File: src/rtl/stts_pkg.sv
// ----------------------------------------------------------------------------
// stts_pkg
// Shared types and constants for the staged thermostat scheduler.
// ----------------------------------------------------------------------------
package stts_pkg;

    typedef enum logic [1:0] {
        MODE_OFF       = 2'd0,
        MODE_BAND_LOW  = 2'd1,
        MODE_SCHED     = 2'd2,
        MODE_BAND_HIGH = 2'd3
    } mode_t;

    localparam int CFG_IDX_W  = 3;
    localparam int CFG_DATA_W = 24;

    localparam logic [CFG_IDX_W-1:0] REG_MODE       = 3'd0;
    localparam logic [CFG_IDX_W-1:0] REG_SP_ONE     = 3'd1;
    localparam logic [CFG_IDX_W-1:0] REG_SP_TWO     = 3'd2;
    localparam logic [CFG_IDX_W-1:0] REG_SP_THREE   = 3'd3;
    localparam logic [CFG_IDX_W-1:0] REG_SP_LIMIT   = 3'd4;
    localparam logic [CFG_IDX_W-1:0] REG_WIN_STARTS = 3'd5;
    localparam logic [CFG_IDX_W-1:0] REG_WIN_STOPS  = 3'd6;

    localparam logic signed [7:0] SP_LIMIT_RESET = 8'sd127;

    // status flag bits
    localparam logic [2:0] FLAG_NONE = 3'b000;
    localparam logic [2:0] FLAG_KEEP = 3'b001;
    localparam logic [2:0] FLAG_HEAT = 3'b010;
    localparam logic [2:0] FLAG_FAN  = 3'b100;

    // stage relay bits
    localparam logic [2:0] STAGE_NONE = 3'b000;
    localparam logic [2:0] STAGE_LOW  = 3'b001;
    localparam logic [2:0] STAGE_MID  = 3'b010;
    localparam logic [2:0] STAGE_HIGH = 3'b100;

    localparam logic [3:0] PWR_OFF  = 4'd0;
    localparam logic [3:0] PWR_LOW  = 4'd2;
    localparam logic [3:0] PWR_MID  = 4'd5;
    localparam logic [3:0] PWR_HIGH = 4'd8;

    // band edges, widened to hold any setpoint minus temperature
    localparam logic signed [8:0] BAND_BASE_LOW  = 9'sd5;
    localparam logic signed [8:0] BAND_BASE_HIGH = 9'sd10;
    localparam logic signed [8:0] BAND_STEP      = 9'sd5;

    localparam logic signed [8:0] SCHED_EDGE_ONE   = 9'sd5;
    localparam logic signed [8:0] SCHED_EDGE_TWO   = 9'sd10;
    localparam logic signed [8:0] SCHED_EDGE_THREE = 9'sd15;

    localparam logic [5:0] HOUR_BCD_TENS = 6'd10;
    localparam logic [5:0] HOUR_BCD_HIGH = 6'd32;
    localparam logic [5:0] HOUR_ADJ_ONE  = 6'd6;
    localparam logic [5:0] HOUR_ADJ_TWO  = 6'd12;

    typedef struct packed {
        mode_t              mode;
        logic signed [7:0]  sp_one;
        logic signed [7:0]  sp_two;
        logic signed [7:0]  sp_three;
        logic signed [7:0]  sp_limit;
        logic [23:0]        starts;
        logic [23:0]        stops;
    } cfg_t;

    typedef struct packed {
        logic               main_on;
        logic [2:0]         stages;
        logic [2:0]         flags;
        logic [3:0]         power;
        logic [1:0]         win;
        logic               in_window;
    } result_t;

endpackage

File: src/rtl/stts_cfg_regs.sv
// ----------------------------------------------------------------------------
// stts_cfg_regs
// Configuration register file written through the config request channel.
// ----------------------------------------------------------------------------
module stts_cfg_regs (
    input  logic                              clk,
    input  logic                              rst_n,
    input  logic                              cfg_valid,
    output logic                              cfg_ready,
    input  logic [stts_pkg::CFG_IDX_W-1:0]    cfg_index,
    input  logic [stts_pkg::CFG_DATA_W-1:0]   cfg_data,
    output stts_pkg::cfg_t                    cfg
);
    import stts_pkg::*;

    cfg_t cfg_reg;
    cfg_t cfg_next;

    assign cfg_ready = 1'b1;
    assign cfg       = cfg_reg;

    always_comb
    begin
        cfg_next = cfg_reg;
        if (cfg_valid)
        begin
            unique case (cfg_index)
                REG_MODE:       cfg_next.mode     = mode_t'(cfg_data[1:0]);
                REG_SP_ONE:     cfg_next.sp_one   = cfg_data[7:0];
                REG_SP_TWO:     cfg_next.sp_two   = cfg_data[7:0];
                REG_SP_THREE:   cfg_next.sp_three = cfg_data[7:0];
                REG_SP_LIMIT:   cfg_next.sp_limit = cfg_data[7:0];
                REG_WIN_STARTS: cfg_next.starts   = cfg_data[23:0];
                REG_WIN_STOPS:  cfg_next.stops    = cfg_data[23:0];
                default:        cfg_next = cfg_reg;
            endcase
        end
    end

    always_ff @(posedge clk or negedge rst_n)
    begin
        if (!rst_n)
        begin
            cfg_reg.mode     <= MODE_OFF;
            cfg_reg.sp_one   <= 8'sd0;
            cfg_reg.sp_two   <= 8'sd0;
            cfg_reg.sp_three <= 8'sd0;
            cfg_reg.sp_limit <= SP_LIMIT_RESET;
            cfg_reg.starts   <= 24'd0;
            cfg_reg.stops    <= 24'd0;
        end
        else
        begin
            cfg_reg <= cfg_next;
        end
    end

endmodule

File: src/rtl/stts_window_scan.sv
// ----------------------------------------------------------------------------
// stts_window_scan
// Checks the three hour windows in parallel and picks the reported window.
// ----------------------------------------------------------------------------
module stts_window_scan (
    input  logic [5:0]  hour_bin,
    input  logic [23:0] starts,
    input  logic [23:0] stops,
    input  logic [1:0]  win_cur,
    output logic [1:0]  win_next,
    output logic        in_window
);
    import stts_pkg::*;

    // returns {active, ready}
    function automatic logic [1:0] check_window(
        input logic [7:0] start,
        input logic [7:0] stop,
        input logic [7:0] prev,
        input logic [7:0] hr
    );
        logic       active;
        logic       ready;
        logic [7:0] top;
        if (stop < start)
        begin
            active = !(hr >= stop && hr < start);
            top    = start;
        end
        else
        begin
            active = hr >= start && hr < stop;
            top    = stop;
        end
        if (top < prev)
            ready = !(hr >= top && hr < prev);
        else
            ready = hr >= prev && hr < top;
        return {active, ready};
    endfunction

    logic [7:0] hr;
    logic [1:0] chk1;
    logic [1:0] chk2;
    logic [1:0] chk3;

    assign hr   = {2'b00, hour_bin};
    assign chk1 = check_window(starts[7:0],   stops[7:0],   stops[23:16], hr);
    assign chk2 = check_window(starts[15:8],  stops[15:8],  stops[7:0],   hr);
    assign chk3 = check_window(starts[23:16], stops[23:16], stops[15:8],  hr);

    // scan ends at the first active window; later windows are not looked at
    always_comb
    begin
        win_next = win_cur;
        if (chk1[0])
            win_next = 2'd1;
        if (!chk1[1] && chk2[0])
            win_next = 2'd2;
        if (!chk1[1] && !chk2[1] && chk3[0])
            win_next = 2'd3;
        in_window = chk1[1] | chk2[1] | chk3[1];
    end

endmodule

File: src/rtl/stts_core.sv
// ----------------------------------------------------------------------------
// stts_core
// Controller state and single-pass next-state logic for band and schedule modes.
// ----------------------------------------------------------------------------
module stts_core (
    input  logic                    clk,
    input  logic                    rst_n,
    input  logic                    advance,
    input  stts_pkg::cfg_t          cfg,
    input  logic signed [7:0]       temp,
    input  logic [5:0]              hour_bcd,
    output stts_pkg::result_t       result
);
    import stts_pkg::*;

    logic [2:0]        stages_reg;
    logic [2:0]        stages_next;
    logic [2:0]        flags_reg;
    logic [2:0]        flags_next;
    logic [3:0]        power_reg;
    logic [3:0]        power_next;
    logic [1:0]        win_reg;
    logic [1:0]        win_next;
    logic signed [7:0] held_reg;
    logic signed [7:0] held_next;

    logic [5:0]        hour_bin;
    logic [1:0]        win_scan;
    logic              in_window;
    logic signed [8:0] band_diff;
    logic signed [8:0] sched_diff;
    logic signed [8:0] edge_lo;
    logic signed [8:0] edge_mid;
    logic signed [8:0] edge_hi;

    always_comb
    begin
        if (hour_bcd < HOUR_BCD_TENS)
            hour_bin = hour_bcd;
        else if (hour_bcd < HOUR_BCD_HIGH)
            hour_bin = hour_bcd - HOUR_ADJ_ONE;
        else
            hour_bin = hour_bcd - HOUR_ADJ_TWO;
    end

    stts_window_scan u_scan (
        .hour_bin  (hour_bin),
        .starts    (cfg.starts),
        .stops     (cfg.stops),
        .win_cur   (win_reg),
        .win_next  (win_scan),
        .in_window (in_window)
    );

    assign edge_lo   = (cfg.mode == MODE_BAND_HIGH) ? BAND_BASE_HIGH : BAND_BASE_LOW;
    assign edge_mid  = edge_lo + BAND_STEP;
    assign edge_hi   = edge_mid + BAND_STEP;
    assign band_diff = {cfg.sp_one[7], cfg.sp_one} - {temp[7], temp};

    always_comb
    begin
        priority if (win_scan == 2'd1)
            held_next = cfg.sp_one;
        else if (win_scan == 2'd2)
            held_next = cfg.sp_two;
        else if (win_scan == 2'd3)
            held_next = cfg.sp_three;
        else
            held_next = held_reg;
    end

    assign sched_diff = {held_next[7], held_next} - {temp[7], temp};

    always_comb
    begin
        stages_next      = stages_reg;
        flags_next       = flags_reg;
        power_next       = power_reg;
        win_next         = win_reg;
        result.main_on   = 1'b1;
        result.in_window = 1'b0;
        unique case (cfg.mode)
            MODE_OFF:
            begin
                stages_next    = STAGE_NONE;
                flags_next     = FLAG_NONE;
                power_next     = PWR_OFF;
                result.main_on = 1'b0;
            end
            MODE_SCHED:
            begin
                win_next         = win_scan;
                result.in_window = in_window;
                priority if (!in_window)
                begin
                    stages_next = STAGE_NONE;
                    flags_next  = FLAG_FAN;
                    power_next  = PWR_OFF;
                end
                else if (sched_diff < SCHED_EDGE_ONE)
                begin
                    stages_next = STAGE_NONE;
                    flags_next  = FLAG_KEEP | FLAG_FAN;
                    power_next  = PWR_LOW;
                end
                else if (sched_diff < SCHED_EDGE_TWO)
                begin
                    stages_next = STAGE_LOW;
                    flags_next  = FLAG_KEEP | FLAG_FAN;
                    power_next  = PWR_LOW;
                end
                else if (sched_diff < SCHED_EDGE_THREE)
                begin
                    stages_next = STAGE_LOW | STAGE_MID;
                    flags_next  = FLAG_HEAT | FLAG_FAN;
                    power_next  = PWR_MID;
                end
                else
                begin
                    stages_next = STAGE_LOW | STAGE_MID | STAGE_HIGH;
                    flags_next  = FLAG_HEAT | FLAG_FAN;
                    power_next  = PWR_HIGH;
                end
            end
            MODE_BAND_LOW, MODE_BAND_HIGH:
            begin
                // off condition wins over every band; small differences hold
                priority if (band_diff <= 9'sd0 || cfg.sp_one > cfg.sp_limit)
                begin
                    stages_next = STAGE_NONE;
                    flags_next  = FLAG_KEEP | FLAG_FAN;
                    power_next  = PWR_OFF;
                end
                else if (band_diff > edge_hi)
                begin
                    stages_next = stages_reg | STAGE_HIGH;
                    flags_next  = FLAG_HEAT | FLAG_FAN;
                    power_next  = PWR_HIGH;
                end
                else if (band_diff > edge_mid)
                begin
                    stages_next = stages_reg | STAGE_MID;
                    flags_next  = FLAG_HEAT | FLAG_FAN;
                    power_next  = PWR_MID;
                end
                else if (band_diff >= edge_lo)
                begin
                    stages_next = stages_reg | STAGE_LOW;
                    flags_next  = FLAG_KEEP | FLAG_FAN;
                    power_next  = PWR_LOW;
                end
                else
                begin
                    stages_next = stages_reg;
                end
            end
            default:
            begin
                stages_next = stages_reg;
            end
        endcase
        result.stages = stages_next;
        result.flags  = flags_next;
        result.power  = power_next;
        result.win    = win_next;
    end

    always_ff @(posedge clk or negedge rst_n)
    begin
        if (!rst_n)
        begin
            stages_reg <= STAGE_NONE;
            flags_reg  <= FLAG_NONE;
            power_reg  <= PWR_OFF;
            win_reg    <= 2'd0;
            held_reg   <= 8'sd0;
        end
        else if (advance)
        begin
            stages_reg <= stages_next;
            flags_reg  <= flags_next;
            power_reg  <= power_next;
            win_reg    <= win_next;
            if (cfg.mode == MODE_SCHED)
                held_reg <= held_next;
        end
    end

endmodule

File: src/rtl/staged_thermostat_scheduler.sv
// ----------------------------------------------------------------------------
// staged_thermostat_scheduler
// Staged heater controller with band modes and a three-window hour schedule.
// ----------------------------------------------------------------------------
// usage:
//   input channel: in_valid / in_stall with measured_temp and hour_bcd, one
//   request per control tick. output channel: out_valid / out_stall with the
//   relay, flag, power and window fields, exactly one result per request.
//   config channel: cfg_valid / cfg_ready with cfg_index and cfg_data;
//   cfg_ready is always high, indexes past the register list are ignored.
//   write config only while no request is in flight.
// pipeline: input register, then result register; out_valid rises as the
//   result loads. throughput: one request per cycle while out_stall is low;
//   the state feedback (stage relays, flags, power, window, held setpoint)
//   is registered in the core and updated with each result.
// stall: a stalled result holds in the result register; one more request
//   waits in the input register, after that in_stall rises.
// reset: mode off, setpoints zero, limit 127, windows zero, all relays and
//   flags off, no window selected, both pipeline registers empty.
// ----------------------------------------------------------------------------
module staged_thermostat_scheduler (
    input  logic                              clk,
    input  logic                              rst_n,
    input  logic                              cfg_valid,
    output logic                              cfg_ready,
    input  logic [stts_pkg::CFG_IDX_W-1:0]    cfg_index,
    input  logic [stts_pkg::CFG_DATA_W-1:0]   cfg_data,
    input  logic                              in_valid,
    output logic                              in_stall,
    input  logic signed [7:0]                 measured_temp,
    input  logic [5:0]                        hour_bcd,
    output logic                              out_valid,
    input  logic                              out_stall,
    output logic                              relay_main,
    output logic                              relay_low,
    output logic                              relay_mid,
    output logic                              relay_high,
    output logic                              keep_warm,
    output logic                              heating,
    output logic [3:0]                        power_level,
    output logic                              fan_on,
    output logic [1:0]                        window_index,
    output logic                              in_window
);
    import stts_pkg::*;

    cfg_t              cfg;
    result_t           result;
    result_t           out_reg;
    logic              in_valid_reg;
    logic              in_valid_next;
    logic signed [7:0] temp_reg;
    logic [5:0]        hour_reg;
    logic              out_valid_reg;
    logic              out_valid_next;
    logic              out_ready;
    logic              accept;
    logic              advance;

    stts_cfg_regs u_cfg (
        .clk       (clk),
        .rst_n     (rst_n),
        .cfg_valid (cfg_valid),
        .cfg_ready (cfg_ready),
        .cfg_index (cfg_index),
        .cfg_data  (cfg_data),
        .cfg       (cfg)
    );

    stts_core u_core (
        .clk      (clk),
        .rst_n    (rst_n),
        .advance  (advance),
        .cfg      (cfg),
        .temp     (temp_reg),
        .hour_bcd (hour_reg),
        .result   (result)
    );

    assign out_ready = !out_valid_reg || !out_stall;
    assign advance   = in_valid_reg && out_ready;
    assign in_stall  = in_valid_reg && !out_ready;
    assign accept    = in_valid && !in_stall;

    always_comb
    begin
        in_valid_next = in_valid_reg;
        if (accept)
            in_valid_next = 1'b1;
        else if (advance)
            in_valid_next = 1'b0;

        out_valid_next = out_valid_reg;
        if (advance)
            out_valid_next = 1'b1;
        else if (!out_stall)
            out_valid_next = 1'b0;
    end

    always_ff @(posedge clk or negedge rst_n)
    begin
        if (!rst_n)
        begin
            in_valid_reg  <= 1'b0;
            out_valid_reg <= 1'b0;
        end
        else
        begin
            in_valid_reg  <= in_valid_next;
            out_valid_reg <= out_valid_next;
        end
    end

    always_ff @(posedge clk)
    begin
        if (accept)
        begin
            temp_reg <= measured_temp;
            hour_reg <= hour_bcd;
        end
        if (advance)
            out_reg <= result;
    end

    assign out_valid    = out_valid_reg;
    assign relay_main   = out_reg.main_on;
    assign relay_low    = out_reg.stages[0];
    assign relay_mid    = out_reg.stages[1];
    assign relay_high   = out_reg.stages[2];
    assign keep_warm    = out_reg.flags[0];
    assign heating      = out_reg.flags[1];
    assign fan_on       = out_reg.flags[2];
    assign power_level  = out_reg.power;
    assign window_index = out_reg.win;
    assign in_window    = out_reg.in_window;

endmodule

File: config.mk
export PLATFORM = sky130hd
export DESIGN_NAME = staged_thermostat_scheduler
export DESIGN_NICKNAME = d
export VERILOG_FILES = /design/src/rtl/stts_pkg.sv /design/src/rtl/stts_cfg_regs.sv /design/src/rtl/stts_window_scan.sv /design/src/rtl/stts_core.sv /design/src/rtl/staged_thermostat_scheduler.sv
export SDC_FILE = /design/constraint.sdc
export NUM_CORES = 1
export LEC_CHECK = 0
export BUFFER_PORTS_ARGS = -buffer_cell sky130_fd_sc_hd__buf_2
export CORE_MARGIN = 5
export CORE_UTILIZATION = 25
export DETAILED_ROUTE_END_ITERATION = 10
export PLACE_DENSITY = 0.5
export RECOVER_POWER = 50
export SLEW_MARGIN = 20
export SYNTH_ARGS = -nofsm -noshare
export SYNTH_HDL_FRONTEND = slang
export SYNTH_SLANG_ARGS = --single-unit
File: constraint.sdc
create_clock -name clk -period 9.2 [get_ports clk]
set_input_delay 2.3 -clock clk [delete_from_list [all_inputs] [get_ports clk]]
set_output_delay 2.3 -clock clk [all_outputs]
set_load 0.05 [all_outputs]
==> impl_metrics.py, run 1 <==
metrics = {
    "floorplan": {
        "die_area_um2": 43200,
        "core_area_um2": 38600,
        "die_w_um": 208,
        "pin_count": 63,
        "chipHeight_um": 208,
        "row_count": 72,
        "start_util_pct": 25.3,
    },
    "placement": {
        "gp_congestion": 0.854,
        "port_buffers": 61,
        "dp_hpwl_mm": 20.1,
    },
    "detailed_routing": {
        "drc_errors": 0,
        "first_pass_iters": 5,
        "drt-total-wl_mm": 26.0,
        "detail-route-antenna-nets": 0,
        "num_vias": 7722,
        "vias_per_cell": 4.74,
        "routedWlPerCell_um": 16.0,
        "first_iter_violations": 426,
    },
    "worst_hold_path": {
        "min_path_type": "flop to flop",
    },
    "setup_path": {
        "cp_slowest_cell": "a211oi_4",
        "cp-start-kind": "flop",
        "slowest_delay_ns": 0.61,
        "cp_max_fo": 17,
        "regToRegEndpoint": "power_level[3]",
        "required_ns": 9.39,
        "startpoint": "u_cfg.cfg[26]",
        "end_kind": "flop",
        "crit_end": "power_level[3]",
        "reg2reg_slack_ns": 1.87,
        "cp.arrival_ns": 7.52,
        "rr_worst_depth": 28,
        "r2r_start": "u_cfg.cfg[26]",
        "criticalPathCategory": "flop to flop",
    },
    "logic_synthesis": {
        "synth_top_area_share_pct": 24.8,
        "synth_top_family_by_area": "compound AO/OA/AOI/OAI gates",
        "ys_types": 73,
        "synth-seq-cells": 132,
        "ys.flop_type": "dfrtp_1",
        "yosysMostFrequentCell": "ha_1",
        "yosysSeqAreaShare_pct": 35.3,
        "synth.area.mux_share_pct": 9.32,
        "syn_inst": 1024,
        "synthTopCellsByCount": "ha_1, inv_1, dfrtp_1",
        "syn_area_um2": 9790,
        "synth_area_leader_cell": "dfrtp_1",
        "synthTopCellsByArea": "dfrtp_1, ha_1, edfxtp_1",
        "synth_compound_area_share_pct": 19.3,
        "synth-xor-area-share_pct": 0.716,
        "synth-simple-area-share_pct": 12.5,
        "ys_warn_count": 0,
        "synth_edf_count": 28,
        "syn_nets": 1206,
        "postSynthAreaPerCell_um2": 9.56,
        "postSynth.asyncResetShare_pct": 78.8,
        "synth-adder-area-share_pct": 17.5,
    },
    "clock_tree": {
        "cts_resized": 0,
        "cts.path.max_buffers": 2,
        "cts_hold_buffers": 0,
        "cts_buffers": 17,
        "postCtsSetupRepairBufs": 0,
        "cts.reportedPaths.clkPinSlew_ns": 0.07,
        "htreeDepth": 4,
        "clk_latency_ns": 0.44,
        "cts_sinks": 132,
        "cts_tree": "done",
        "cts_root_buffer": "clkbuf_16",
    },
    "finish": {
        "syn_to_final_growth_pct": 15.3,
        "nNetsFinal": 1275,
        "largest_reg_flops": 82,
        "drive_gt1_share_pct": 18.0,
    },
    "global_route": {
        "grt_usage_pct": 12.3,
        "antenna_found_initial": 7,
        "grt_remaining_overflow": 0,
        "grt_start_max_net_pins": 72,
        "grt_pass1_wl_mm": 42.9,
        "grt_pass1_vias": 7720,
    },
    "power": {
        "p_total_uw": 3740,
        "power-per-cell-area_nw_per_um2": 332,
        "leakage_uw": 0.00512,
        "ir_worst_vdd_v": 0.000157,
    },
    "timing": {
        "min_period_ns": 7.33,
        "period_share_pct": 79.6,
        "drv_slew": 157,
        "max_freq_mhz": 136,
        "worstMarginPinSlew_ns": 3.91,
        "skew_ns": 0.00846,
        "max-slew-margin-rel_pct": -161,
        "rsz0062_at_grt": "false",
        "final_hold_viol_count": 0,
        "setup_tns_ns": 0,
        "report.final.setup_viol": 0,
    },
    "status": {
        "violations": "max-capacitance violations, max-slew violations",
        "status": "finished, violations left",
    },
    "job": {
        "maxCapViolCount": 4,
    },
}
critical path: cells and delay by family, from the launching register on:
kind	cells	cell delay [ns]
AOI/OAI and AO/OA	16	4.24
adders and majority gates	3	0.86
buffers and inverters	1	0.07
DFF	1	0.36
muxes	1	0.33
and+or+nand+nor	7	1.18
routing by layer:
layer / global-route usage (%) / part of all wire (%) / vias up
met4: 3.26 / 1.7 / 8
met5: 0 / 0.28 / -
met2: 19.3 / 44 / 149
met3: 2.77 / 4.4 / 39
met1: 17.2 / 49 / 3665
li1: - / - / 3861
final cells by class:
| type | instances | area (um2) |
|---|---|---|
| diodes | 4 | 10.0 |
| well taps | 518 | 648 |
| clock buffers | 17 | 425 |
| repair buffers | 73 | 369 |
| fillers | 4060 | 27400 |
| multi-input cells | 756 | 5820 |
| inverters | 113 | 424 |
| flip-flops and latches | 132 | 3450 |
| clock inverters | 15 | 136 |
cell families (layout without fill, tap and decap cells):
| logic type | Yosys count | count (layout) |
|---|---|---|
| other cells | 1 | 5 |
| flops | 132 | 132 |
| buf+inv | 136 | 218 |
| mux | 81 | 81 |
| simple gates | 246 | 246 |
| compound gates | 284 | 284 |
| xor+xnor | 8 | 8 |
| fa+ha+maj | 136 | 136 |
report_power, final:
part | switching [uW] | total, uW | internal (uW)
clock | 307 | 664 | 357
combinational | 1300 | 2200 | 902
sequential | 120 | 879 | 759
how the worst min path moves through the flow:
stage / from / endpoint / slack [ns] / cells after the start
after floorplan: u_core.power_reg[3] / u_core.power_reg[3] / 0.46 / 2
after global placement: in_valid_reg / out_valid / 0.47 / 1
after detailed placement: u_core.flags_reg[1] / u_core.flags_reg[1] / 0.48 / 1
after CTS: u_core.flags_reg[1] / u_core.flags_reg[1] / 0.50 / 1
after global routing: u_cfg.cfg[63] / u_cfg.cfg[63] / 0.53 / 1
final: in_valid_reg / out_valid / 0.49 / 1
stage by stage:
step                instances  hold slack, ns  setup slack, ns  util (%)  cell area [um2]
floorplan                1024           0.456             2.81         -             9790
global placement         1592           0.472             1.89      27.8            10700
detailed placement       1592           0.482             1.67      27.8            10700
CTS                      1624           0.496             1.65      29.3            11300
global route             1625           0.531            0.928      29.2            11300
finish                   1628           0.491             1.87      29.2            11300
cells in the final DEF (no fill, tap or decap), types with 7 or more instances in the layout:
master	instances
a21o_1	29
inv_1	113
clkbuf_16	17
nand2_1	74
mux2_2	74
a21oi_1	61
nand2b_1	14
ha_1	134
o211ai_1	11
clkbuf_1	9
o21a_1	11
edfxtp_1	28
nand3_1	16
o21ai_0	77
nor2_1	54
dfstp_2	7
nand4_1	10
buf_2	58
nor3_1	22
o22a_1	11
o21bai_1	8
a211oi_1	20
nor2b_1	12
dfrtp_1	97
No activity file was read; power rests on OpenSTA's default activity.
==> inputs of run 2 (changes only) <==
Settings changed: ABC_AREA set to 1.
Clock period 9.2 ns to 7 ns, I/O delays scaled along.
==> impl_metrics.py, run 2 <==
metrics = {
    "status": {
        "status": "finished, violations left",
        "violations": "max-capacitance violations, max-slew violations",
    },
    "detailed_routing": {
        "detail-route-antenna-nets": 0,
        "first_iter_violations": 441,
        "drc_errors": 0,
        "num_vias": 8071,
        "first_pass_iters": 5,
        "drt-total-wl_mm": 24.8,
        "vias_per_cell": 4.39,
        "routedWlPerCell_um": 13.5,
    },
    "global_route": {
        "grt_usage_pct": 12.3,
        "grt_remaining_overflow": 0,
        "grt_pass1_wl_mm": 42.0,
        "grt_start_max_net_pins": 73,
        "grt_pass1_vias": 8064,
        "antenna_found_initial": 0,
    },
    "finish": {
        "drive_gt1_share_pct": 10.6,
        "largest_reg_flops": 82,
        "final_common_cell": "nand2_1",
        "syn_to_final_growth_pct": 15.7,
        "antennaDiodeCount": 0,
        "final_cell_mix": "nand2_1, inv_1, ha_1, o21ai_0, dfrtp_1",
        "nNetsFinal": 1495,
        "fillers": 4154,
        "fin_area_um2": 11100,
    },
    "clock_tree": {
        "htreeDepth": 4,
        "cts_sinks": 132,
        "cts.reportedPaths.clkPinSlew_ns": 0.06,
        "cts.path.max_buffers": 2,
        "cts_root_buffer": "clkbuf_16",
        "cts_hold_buffers": 0,
        "cts_tree": "done",
        "cts_buffers": 17,
        "clk_latency_ns": 0.43,
    },
    "worst_hold_path": {
        "min_path_type": "flop to flop",
        "holdCritStartpoint": "u_core.held_reg[0]",
    },
    "logic_synthesis": {
        "synth_area_leader_cell": "dfrtp_1",
        "synthTopCellsByArea": "dfrtp_1, ha_1, nand2_1",
        "ys.flop_type": "dfrtp_1",
        "synth_edf_count": 28,
        "syn_inst": 1243,
        "yosysMostFrequentCell": "nand2_1",
        "synth-seq-cells": 132,
        "postSynth.asyncResetShare_pct": 78.8,
        "syn_area_um2": 9620,
        "synth_top_area_share_pct": 25.2,
        "yosysSeqAreaShare_pct": 35.9,
        "syn_nets": 1425,
        "ys_warn_count": 0,
        "postSynthAreaPerCell_um2": 7.74,
        "synthTopCellsByCount": "nand2_1, inv_1, ha_1",
        "ys_types": 51,
    },
    "setup_path": {
        "cp.buffers_inverters": 3,
        "cp_max_fo": 10,
        "required_ns": 7.33,
        "cp_slowest_cell": "edfxtp_1",
        "regToRegEndpoint": "u_core.power_reg[3]",
        "cp-start-kind": "flop",
        "criticalPathCategory": "flop to flop",
        "cp.arrival_ns": 6.48,
        "slowest_delay_ns": 0.45,
        "reg2reg_slack_ns": 0.85,
        "startpoint": "hour_reg[2]",
        "end_kind": "flop",
        "crit_top_cell": "nand2_1",
        "crit_end": "u_core.power_reg[3]",
        "r2r_start": "hour_reg[2]",
        "rr_worst_depth": 39,
        "crit_cells": 39,
        "crit_family": "simple AND/OR/NAND/NOR gates",
    },
    "timing": {
        "rsz0062_at_grt": "false",
        "max-slew-margin-rel_pct": -33.3,
        "min_period_ns": 6.15,
        "final_hold_viol_count": 0,
        "hold_slack_ns": 0.477,
        "skew_ns": 0.00877,
        "drv_slew": 132,
        "period_share_pct": 87.9,
        "max_freq_mhz": 162,
        "worstMarginPinSlew_ns": 2.00,
        "setup_tns_ns": 0,
        "report.final.setup_viol": 0,
    },
    "placement": {
        "gp_congestion": 0.863,
        "dp_hpwl_mm": 19.2,
        "placed_area_um2": 10500,
        "port_buffers": 61,
    },
    "job": {
        "maxCapViolCount": 3,
    },
    "floorplan": {
        "die_area_um2": 42500,
        "row_count": 71,
        "pin_count": 63,
        "die_w_um": 206,
        "core_area_um2": 37800,
        "start_util_pct": 25.4,
        "chipHeight_um": 206,
    },
    "power": {
        "leakage_uw": 0.00571,
        "ir_worst_vdd_v": 0.000174,
        "power-per-cell-area_nw_per_um2": 429,
    },
}
## run 2: changes by cell type after synthesis, moves of 10 or more
cell and change:
nor3_1 -16, nand3_1 +40, mux2_2 -74, a21o_1 -24
nand2_2 +14, o22a_1 -11, o21ai_1 +10, nand2_1 +251
nor2b_1 -12, a211oi_1 -18, inv_1 +93, nand2b_1 -14
o21ai_0 +52
## run 2: cells by family (layout without fill, tap and decap cells)
group | after synthesis | count (layout) | share of synthesized area, %
AOI/OAI and AO/OA | 234 | 234 | 13.3
xor gates and xnor gates | 7 | 7 | 0.637
adders and majority gates | 136 | 136 | 17.8
buffers and inverters | 228 | 311 | 8.95
DFF | 132 | 132 | 35.9
muxes | 1 | 1 | 0.104
other | 1 | 1 | 0.0390
and+or+nand+nor | 504 | 504 | 23.2
## run 2: what timing repair did
action | in CTS | in global routing
hold endpoints to repair | 0 | 0
gates resized for setup | 0 | 1
setup endpoints to repair | 0 | 8
buffers inserted | 0 | 4
## run 2: layer usage
layer  track usage, %  part of all wire [%]
met1             17.8                    51
met2             19.3                    44
met3             1.76                   2.9
met4             3.47                   1.6
met5                0                     0
## run 2: final cells by class
class	instances	area, um2	area share [%]
Clock buffer	21	472	4.24
Clock inverter	11	115	1.03
Inverter	208	781	7.01
Multi-Input combinational cell	883	5310	47.7
Sequential cell	132	3450	31.0
Tap cell	511	639	5.74
Timing Repair Buffer	71	367	3.29
## run 2: where the power goes
part / total (uW) / internal [uW] / switching [uW]
logic: 2760 / 969 / 1790
clock network: 903 / 528 / 375
registers: 1110 / 983 / 128
## run 2: tightest hold or removal path: stages (launching register included)
cell and delay (ns):
dfrtp_1 0.33, nand2_1 0.06, nand2_1 0.06
## run 2: how the worst min path moves through the flow
| stage | depth (start not counted) | endpoint |
|---|---|---|
| 4_1_cts | 2 | u_core.held_reg[0] |
| 3_3_place_gp | 2 | out_valid |
| 6_report | 2 | u_core.held_reg[0] |
| 2_1_floorplan | 2 | u_core.stages_reg[2] |
| 3_5_place_dp | 2 | out_valid |
| 5_1_grt | 2 | u_core.flags_reg[0] |
## run 2: metrics by stage
stage          worst slack [ns]  total power [uW]  util, %  cells
3_3_place_gp              0.978              3850     27.8   1801
6_report                  0.846              4780     29.4   1837
2_1_floorplan              1.53              3240        -   1243
4_1_cts                   0.661              4820     29.4   1833
3_5_place_dp              0.703              3890     27.8   1801
5_1_grt                  0.0863              5310     29.4   1837
